[config.mk]
export PLATFORM = sky130hd
export DESIGN_NAME = websocket_frame_deframer
export DESIGN_NICKNAME = d
export VERILOG_FILES = /design/src/design/wsd_pkg.sv /design/src/design/wsd_parser.sv /design/src/design/wsd_out_reg.sv /design/src/design/websocket_frame_deframer.sv
export SDC_FILE = /design/constraint.sdc
export NUM_CORES = 1
export LEC_CHECK = 0
export BUFFER_PORTS_ARGS = -buffer_cell sky130_fd_sc_hd__buf_2
export CORE_ASPECT_RATIO = 0.75
export CORE_MARGIN = 3
export CORE_UTILIZATION = 45
export CTS_CLUSTER_SIZE = 24
export DETAILED_ROUTE_END_ITERATION = 10
export GPL_TIMING_DRIVEN = 0
export SLEW_MARGIN = 5
export SYNTH_ARGS = -nofsm -noshare
export SYNTH_HDL_FRONTEND = slang
export SYNTH_SLANG_ARGS = --single-unit
[constraint.sdc]
create_clock -name i_clk -period 6.55 [get_ports i_clk]
set_input_delay 0.9825 -clock i_clk [delete_from_list [all_inputs] [get_ports i_clk]]
set_output_delay 0.9825 -clock i_clk [all_outputs]
set_load 0.005 [all_outputs]
[src/design/wsd_pkg.sv]
package wsd_pkg;

    // parse phase of the receive side
    typedef enum logic [2:0] {
        PH_HDR0  = 3'd0,
        PH_HDR1  = 3'd1,
        PH_EXT16 = 3'd2,
        PH_EXT64 = 3'd3,
        PH_KEY   = 3'd4,
        PH_DATA  = 3'd5
    } t_phase;

    localparam logic [7:0] FIN_BIT      = 8'h80;
    localparam logic [7:0] MASK_BIT     = 8'h80;
    localparam logic [6:0] LEN_EXT16    = 7'd126;
    localparam logic [6:0] LEN_EXT64    = 7'd127;
    localparam logic [3:0] OP_CLOSE     = 4'h8;
    localparam logic [2:0] EXT16_LAST   = 3'd1;
    localparam logic [2:0] EXT64_LAST   = 3'd7;
    localparam logic [2:0] KEY_LAST     = 3'd3;
    localparam int         TUSER_WIDTH  = 8;

    // one result item
    typedef struct packed {
        logic       has_byte;
        logic [7:0] payload_byte;
        logic       frame_end;
        logic       message_end;
        logic [3:0] frame_opcode;
        logic       close_seen;
    } t_result;

endpackage

[src/design/wsd_parser.sv]
module wsd_parser (
    input  logic              i_clk,
    input  logic              i_rst_n,
    input  logic              i_accept,
    input  logic [7:0]        i_byte,
    output logic              o_res_valid,
    output wsd_pkg::t_result  o_res
);

    wsd_pkg::t_phase r_phase, n_phase;
    logic            r_fin, n_fin;
    logic [3:0]      r_op, n_op;
    logic            r_mask, n_mask;
    logic [63:0]     r_rem, n_rem;
    logic [2:0]      r_hbc, n_hbc;
    logic [31:0]     r_key, n_key;
    logic [1:0]      r_midx, n_midx;
    logic            r_closed, n_closed;

    // parser state
    always_ff @(posedge i_clk) begin
        if (!i_rst_n) begin
            r_phase  <= wsd_pkg::PH_HDR0;
            r_fin    <= 1'b0;
            r_op     <= 4'h0;
            r_mask   <= 1'b0;
            r_rem    <= 64'd0;
            r_hbc    <= 3'd0;
            r_key    <= 32'd0;
            r_midx   <= 2'd0;
            r_closed <= 1'b0;
        end else if (i_accept) begin
            r_phase  <= n_phase;
            r_fin    <= n_fin;
            r_op     <= n_op;
            r_mask   <= n_mask;
            r_rem    <= n_rem;
            r_hbc    <= n_hbc;
            r_key    <= n_key;
            r_midx   <= n_midx;
            r_closed <= n_closed;
        end
    end

    // next state and result for the byte on the input
    always_comb begin
        logic [63:0] len_val;
        logic [63:0] rem_dec;
        logic        len_done;
        logic        hdr_done;
        logic        fend;
        logic [7:0]  kb;

        n_phase  = r_phase;
        n_fin    = r_fin;
        n_op     = r_op;
        n_mask   = r_mask;
        n_rem    = r_rem;
        n_hbc    = r_hbc;
        n_key    = r_key;
        n_midx   = r_midx;
        n_closed = r_closed;
        len_val  = r_rem;
        rem_dec  = r_rem - 64'd1;
        len_done = 1'b0;
        hdr_done = 1'b0;
        fend     = 1'b0;
        kb       = 8'h00;
        o_res_valid = 1'b0;
        o_res.has_byte     = 1'b0;
        o_res.payload_byte = 8'h00;

        if (!r_closed) begin
            case (r_phase)
                wsd_pkg::PH_HDR1: begin
                    n_mask = |(i_byte & wsd_pkg::MASK_BIT);
                    n_hbc  = 3'd0;
                    if (i_byte[6:0] == wsd_pkg::LEN_EXT16) begin
                        n_rem   = 64'd0;
                        n_phase = wsd_pkg::PH_EXT16;
                    end else if (i_byte[6:0] == wsd_pkg::LEN_EXT64) begin
                        n_rem   = 64'd0;
                        n_phase = wsd_pkg::PH_EXT64;
                    end else begin
                        len_val  = {57'd0, i_byte[6:0]};
                        n_rem    = len_val;
                        len_done = 1'b1;
                    end
                end
                wsd_pkg::PH_EXT16, wsd_pkg::PH_EXT64: begin
                    len_val = {r_rem[55:0], i_byte};
                    n_rem   = len_val;
                    if (r_hbc == ((r_phase == wsd_pkg::PH_EXT16) ?
                                  wsd_pkg::EXT16_LAST : wsd_pkg::EXT64_LAST)) begin
                        len_done = 1'b1;
                    end else begin
                        n_hbc = r_hbc + 3'd1;
                    end
                end
                wsd_pkg::PH_KEY: begin
                    n_key[{r_hbc[1:0], 3'b000} +: 8] = r_key[{r_hbc[1:0], 3'b000} +: 8] | i_byte;
                    if (r_hbc >= wsd_pkg::KEY_LAST) begin
                        hdr_done = 1'b1;
                    end else begin
                        n_hbc = r_hbc + 3'd1;
                    end
                end
                wsd_pkg::PH_DATA: begin
                    kb     = r_mask ? r_key[{r_midx, 3'b000} +: 8] : 8'h00;
                    n_midx = r_midx + 2'd1;
                    n_rem  = rem_dec;
                    fend   = (rem_dec == 64'd0);
                    o_res_valid        = 1'b1;
                    o_res.has_byte     = 1'b1;
                    o_res.payload_byte = i_byte ^ kb;
                end
                default: begin
                    n_fin   = |(i_byte & wsd_pkg::FIN_BIT);
                    n_op    = i_byte[3:0];
                    n_phase = wsd_pkg::PH_HDR1;
                end
            endcase

            // length known: key next if masked, else header complete
            if (len_done) begin
                if (n_mask) begin
                    n_hbc   = 3'd0;
                    n_key   = 32'd0;
                    n_phase = wsd_pkg::PH_KEY;
                end else begin
                    hdr_done = 1'b1;
                end
            end

            // header complete: empty-frame marker or start of payload
            if (hdr_done) begin
                if (len_val == 64'd0) begin
                    fend        = 1'b1;
                    o_res_valid = 1'b1;
                end else begin
                    n_midx  = 2'd0;
                    n_phase = wsd_pkg::PH_DATA;
                end
            end
        end

        o_res.frame_end    = fend;
        o_res.message_end  = fend & r_fin;
        o_res.frame_opcode = r_op;
        o_res.close_seen   = fend & r_fin & (r_op == wsd_pkg::OP_CLOSE);

        // end of frame returns to the first header byte
        if (fend) begin
            n_phase = wsd_pkg::PH_HDR0;
            if (o_res.close_seen) begin
                n_closed = 1'b1;
            end
        end
    end

endmodule

[src/design/wsd_out_reg.sv]
module wsd_out_reg (
    input  logic              i_clk,
    input  logic              i_rst_n,
    input  logic              i_load,
    input  wsd_pkg::t_result  i_res,
    input  logic              i_m_tready,
    output logic              o_m_tvalid,
    output logic              o_free,
    output wsd_pkg::t_result  o_res
);

    logic             r_valid;
    wsd_pkg::t_result r_res;

    // slot frees when empty or when the held result transfers this cycle
    assign o_free = !r_valid || i_m_tready;

    // valid flag
    always_ff @(posedge i_clk) begin
        if (!i_rst_n) begin
            r_valid <= 1'b0;
        end else if (o_free) begin
            r_valid <= i_load;
        end
    end

    // result payload
    always_ff @(posedge i_clk) begin
        if (o_free && i_load) begin
            r_res <= i_res;
        end
    end

    assign o_m_tvalid = r_valid;
    assign o_res      = r_res;

endmodule

[src/design/websocket_frame_deframer.sv]
// WebSocket receive-side deframer: takes one received byte per transfer on the
// slave stream, follows the frame header (fin, opcode, mask bit, 7-bit, 16-bit
// or 64-bit length, optional masking key) and puts out each payload byte
// unmasked on the master stream, with tlast on the last byte of a frame. A
// frame of zero length gives a single marker with has_byte low. Header bytes
// give no output. After a final close frame ends, all further bytes are taken
// and dropped until reset. One byte is accepted every clock while the output
// keeps up. A result is registered and shows on the master side in the cycle
// after its byte transfers. While a result waits unread, the slave side
// stalls for every byte, header bytes included, and takes the next byte in
// the cycle the waiting result transfers. The 64-bit length decrement and
// zero test set the critical path.
module websocket_frame_deframer (
    input  logic       i_clk,
    input  logic       i_rst_n,
    input  logic       i_s_tvalid,
    output logic       o_s_tready,
    input  logic [7:0] i_s_tdata,   // rx_byte
    output logic       o_m_tvalid,
    input  logic       i_m_tready,
    output logic [7:0] o_m_tdata,   // payload_byte
    output logic       o_m_tlast,   // frame_end
    output logic [wsd_pkg::TUSER_WIDTH-1:0] o_m_tuser
                                    // has_byte, message_end, frame_opcode[3:0],
                                    // close_seen, zero
);

    logic             accept;
    logic             res_valid;
    logic             free;
    wsd_pkg::t_result res;
    wsd_pkg::t_result out_res;

    assign o_s_tready = free;
    assign accept     = i_s_tvalid && free;

    // header parse and unmasking
    wsd_parser u_parser (
        .i_clk       (i_clk),
        .i_rst_n     (i_rst_n),
        .i_accept    (accept),
        .i_byte      (i_s_tdata),
        .o_res_valid (res_valid),
        .o_res       (res)
    );

    // output register
    wsd_out_reg u_out_reg (
        .i_clk      (i_clk),
        .i_rst_n    (i_rst_n),
        .i_load     (accept && res_valid),
        .i_res      (res),
        .i_m_tready (i_m_tready),
        .o_m_tvalid (o_m_tvalid),
        .o_free     (free),
        .o_res      (out_res)
    );

    // pack master stream
    assign o_m_tdata = out_res.payload_byte;
    assign o_m_tlast = out_res.frame_end;
    assign o_m_tuser = {1'b0, out_res.close_seen, out_res.frame_opcode,
                        out_res.message_end, out_res.has_byte};

endmodule
# Yosys cells after proc, flatten, opt, wreduce, memory -nomap -nowiden

Index checks and enable logic that the tools add are counted.

Add/sub/neg operators: 4
Magnitude comparators: 1
Eq/ne operators: 10
Shifts and indexed selects: 4
Mux-type cells: 51
Bitwise gates (word level): 7
Reduce and logical (&&, ||, !) cells: 17

Operators with widths:

| kind                     | number |
|---|---|
| $mux W64                 | 4 |
| $pmux W64 S3             | 1 |
| $logic_not A64 Y1        | 2 |
| $pmux W64 S2             | 1 |
| $mux W32                 | 3 |
| $shiftx A32 B6 Y8        | 2 |
| $sub A64 B1 Y64 const B  | 1 |
| $mux W3                  | 13 |
| $bwmux W32               | 1 |
| $shift A8 B7 Y32 const A | 1 |
| $shiftx A8 B7 Y32        | 1 |
| $mux W1                  | 19 |
| $eq A7 B7 Y1 const B     | 2 |
| $mux W9                  | 1 |
| $pmux W3 S3              | 1 |
| $reduce_and A3 Y1        | 3 |
| $mux W8                  | 1 |
| $or A8 B8 Y8             | 1 |
| $xor A8 B8 Y8            | 1 |
| $mux W7                  | 1 |
| $neg A5 Y7               | 1 |
| $eq A3 B2 Y1 const B     | 2 |
| $eq A3 B3 Y1 const B     | 2 |
| $mux W2                  | 3 |
| 19 further kinds         | 26 |

Register bits after elaboration: 128
Input bits: 12
Output and inout bits: 19

# Logic depth before layout (Yosys ltp)

Depth in word-level cells: 13
Depth in mapped cells: 13

# Cells and area by module

From an unflattened synthesis, not the netlist that was laid out.

Cells, all modules: 1104
Area total of the unflattened synthesis: 8418.1 um2

By module, submodules not included:

| module                   | instances | cells each | area each (um2) | sequential area each (um2) |
|---|---|---|---|---|
| wsd_parser               | 1         | 1079       | 7856.3          | 2222.1 |
| wsd_out_reg              | 1         | 21         | 538.0           | 500.5 |
| websocket_frame_deframer | 1         | 4          | 23.8            | 0.0 |

# Worst setup path before layout

OpenSTA, ideal clock, no wires.

Kind: register to register
Start point: reg u_parser.r_rem[1]
End point: reg u_parser.r_closed
Arrival: 3.442 ns
Setup slack: 3.038 ns
Stages on the path, launching flop included: 14
Buffers on the path: 2
Cells stage by stage: dfxtp_1 > clkbuf_1 > inv_1 > ha_1 > nor4b_1 > nand3_1 > or3_1 > buf_2 > or3_1 > xor2_1 > nand4_1 > or4_1 > or3_1 > a21boi_1

Cells in the longest elaborated chain, start to end: 11
Elaborated cells on any way between the ends: 14
Classes of those cells: add/sub (1); mux (8); bitwise (2); reduce/logical (3)

RTL lines:

| element                                                                 | line              | text |
|---|---|---|
| start, declared                                                         | wsd_parser.sv:14  | `logic [63:0] r_rem, n_rem;` |
| start signal, assigned                                                  | wsd_parser.sv:37  | `r_rem <= n_rem;` |
| parallel branches: the longest is 6 deep, another holds $sub A64 B1 Y64 | --                |  |
| $mux W1 (*)                                                             | wsd_parser.sv:136 | `if (hdr_done) begin` |
| $mux W1 (*)                                                             | wsd_parser.sv:73  | `if (!r_closed) begin` |
| $and A1 B1 Y1 (2 in a row)                                              | wsd_parser.sv:150 | `o_res.close_seen = fend & r_fin & (r_op == wsd_pkg::OP_CLOSE);` |
| $reduce_and A3 Y1 (no line) (*)                                         | --                |  |
| end signal, assigned                                                    | wsd_parser.sv:41  | `r_closed <= n_closed;` |
| end, declared                                                           | wsd_parser.sv:18  | `logic r_closed, n_closed;` |

Mark *: on every way between the ends. The select of a mux whose other input is x is not followed.
A chain may end at the register's enable or synchronous reset.

# Worst setup path in the final report

Ends and elaborated chain as after synthesis.

==> run_results.csv <==
group,metric,value,unit
timing,final.setup.tns,0,ns
pwr,power.share.combinational,34.3,%
floorplanning,initial_core_util,46.5,%
critical_path,cp_num_buf_inv,2,
routing,drtAntennaViolNets,0,
critical_path,cp-end-kind,"register",
floorplanning,dieArea,0.0211,mm^2
layout,layout_commonest_cell,"nor2_1",
yosys,synthArstFlopShare,0,%
clock_network,cts_buffers,17,
clock_network,cts_max_path_buffers,2,
grt,grtUsageTotal,34.0,%
pwr,leakage,3.58,nW
floorplanning,die_x,167,um
flow_run,drv_cap,0,
pwr,ir_worst_vdd,0.181,mV
grt,antenna_found_initial,0,
place,place.gp.congestion,1.03,
timing,fmax,209,MHz
critical_path,worst-setup-path-type,"register to register",
clock_network,clk_pin_slew,0.07,ns
critical_path,r2r_setup_slack,1.77,ns
timing,finalCriticalPeriod,4.78,ns
routing,wl_per_cell,25.9,um
yosys,synth-main-ff-cell,"dfxtp_1",
timing,maxSlewViolCount,0,
routing,drt_pass1_iterations,5,
timing,tightest_slew,1.11,ns
routing,vias,9479,
timing,grt_setup_unrepaired,"false",
routing,route.detailed.drc,0,
clock_network,ctsHoldBuffers,0,
critical_path,startpoint_type,"register",
place,dp_hpwl,27500,um
yosys,syn_inst,1108,
critical_path,cpPeakStageDelay,0.66,ns
critical_path,arrival,5.13,ns
clock_network,insertion_delay,0.44,ns
layout,finalCoreUtilization,52.4,%
status,status,"finished clean",
critical_path,cp.required,6.91,ns
routing,drt_wl_total,36700,um
pwr,p_total,0.00275,W
critical_path,crit_family,"simple AND/OR/NAND/NOR gates",
min_path,hp-class,"register to register",
pwr,power_density,279,mW/mm^2
grt,grt_pass1_wl,54400,um
layout,layout_common_cells,"nor2_1 (133), dfxtp_1 (112), clkbuf_1 (95), nand2_1 (83), o21ai_0 (69)",
yosys,syn_area_per_cell,7.88,um^2
layout,drive_gt1_share,10.7,%
floorplanning,io_pins,31,
critical_path,path_cells,"clkbuf_1, inv_1, ha_1, nor4b_1, nand4_1, o21ai_0, o2111ai_1, nor4_1, nand4_1, or4_1, or3_1, a21boi_1",
clock_network,cts_htree_levels,4,
layout,syn_to_final_growth,12.8,%
yosys,ys_ff_latch,128,
clock_network,cts_setup_buffers,0,
clock_network,tritoncts,"done",
yosys,synth_fp_nets,1129,
yosys,synth_edf_count,16,
pwr,power_frac_clock,35.2,%
timing,worst_hold_slack,0.460,ns
floorplanning,die_h,127,um
yosys,syn_area,0.00873,mm^2
critical_path,cpMostUsedCell,"nand4_1",
grt,grt_pass1_vias,8417,
critical_path,slowest_stage,"o21ai_0",
clock_network,clkSinkCount,128,
place,portBuffers,28,
pwr,switching_share,40.2,%
timing,finalSetupViolCount,0,
critical_path,cp_max_fo,9,
routing,routed_via_density,6.68,
pwr,intPower,0.00164,W
grt,grt_max_degree,17,
pwr,p_sw,0.00111,W
floorplanning,core-area,0.0188,mm^2
timing,skew,0.0219,ns
yosys,yosysUniqueCellTypes,73,
grt,grt_overflow,0,
floorplanning,rows,43,
routing,drtIter0Drc,1408,
clock_network,ctsResizeCount,0,
timing,hold_viol,0,
timing,finalCritPeriodShare,72.9,%
yosys,yosysSeqAreaShare,31.2,%
layout,nets,1180,
timing,slew_headroom,26.1,%
clock_network,cts_root_buf,"clkbuf_16",
yosys,synth_warnings,0,
pwr,seq_power_share,30.5,%
==> flip-flops by register name, indices dropped and copies added (netlist names), 2 cells and up <==
| signal | count |
|---|---|
| u_parser.r_rem | 64 |
| u_parser.r_key | 32 |
| u_out_reg.o_res | 16 |
| u_parser.r_op | 4 |
| u_parser.r_hbc | 3 |
| u_parser.r_phase | 3 |
| u_parser.r_midx | 2 |
==> power groups by stage <==
stage | combinational, W | sequential, W | clock (W)
after floorplan | 0.000598 | 0.000850 | 0
after CTS | 0.000890 | 0.000838 | 0.000970
after detailed placement | 0.000887 | 0.000855 | 0
after global routing | 0.000989 | 0.000842 | 0.00101
final | 0.000943 | 0.000839 | 0.000970
after global placement | 0.000890 | 0.000855 | 0
==> worst paths after layout <==
path / start / to / depth (start not counted)
max: u_parser.r_rem[1] / u_parser.r_closed / 12
min: u_parser.r_op[0] / u_out_reg.o_res[1] / 0
max reg2reg: u_parser.r_rem[1] / u_parser.r_closed / 12
min reg2reg: u_parser.r_op[0] / u_out_reg.o_res[1] / 0
==> cell usage after synthesis, drive strengths merged, types with 15 or more instances <==
library cell / count / area share, %
xor2: 25 / 2.5
or3: 19 / 1.4
inv: 20 / 0.86
or2: 15 / 1.1
a221oi: 16 / 1.6
nand2: 83 / 3.6
xnor2: 19 / 1.9
nor2b: 28 / 2.0
clkbuf: 95 / 4.1
and2: 25 / 1.8
nor4: 44 / 3.6
nor3b: 25 / 2.1
mux4: 16 / 4.1
a21oi: 41 / 2.4
nor2: 133 / 5.7
dfxtp: 112 / 26
nor3: 39 / 2.4
nand4: 20 / 1.4
nand3: 25 / 1.6
a22oi: 59 / 5.1
edfxtp: 16 / 5.5
o21ai: 71 / 4.1
==> cell families (layout without fill, tap and decap cells) <==
group | Yosys count | after routing | share of synthesized area [%]
AOI/OAI and AO/OA | 271 | 271 | 21.2
xor gates and xnor gates | 44 | 44 | 4.41
buffers and inverters | 125 | 189 | 5.73
DFF | 128 | 128 | 31.2
muxes | 22 | 22 | 4.82
adders and majority gates | 9 | 9 | 1.29
and+or+nand+nor | 508 | 508 | 31.4
other | 1 | 2 | 0.0430
==> layout make-up <==
type / instances / area, um^2
Antenna cell: 1 / 2.50
Tap cell: 247 / 309
Multi-Input combinational cell: 855 / 5550
Fill cell: 1829 / 8930
Clock inverter: 14 / 143
Buffer: 105 / 425
Inverter: 20 / 75.1
Sequential cell: 128 / 2720
Timing Repair Buffer: 32 / 170
Clock buffer: 18 / 450
==> worst reg2reg max path, delay by kind of cell, from the launching register on <==
kind            cells  cell delay (ns)
simple gates        6             2.67
compound gates      3             1.07
buf+inv             2             0.34
fa+ha+maj           1             0.33
flops               1             0.29
==> metal layers <==
metal / GRT usage [%] / wire length, um / vias up
met4: 7.47 / 493 / 2
met5: 1.60 / 45 / -
met2: 41.8 / 13500 / 650
met3: 14.2 / 5790 / 46
met1: 53.3 / 16900 / 4575
li1: - / - / 4206
==> stage by stage <==
step	area, um^2	cells	worst slack, ns
2_1_floorplan	8730	1108	3.04
3_3_place_gp	9180	1383	1.62
3_5_place_dp	9250	1387	1.86
4_1_cts	9840	1419	1.89
5_1_grt	9850	1419	1.51
6_report	9850	1420	1.77
No activity file was read; power rests on OpenSTA's default activity.
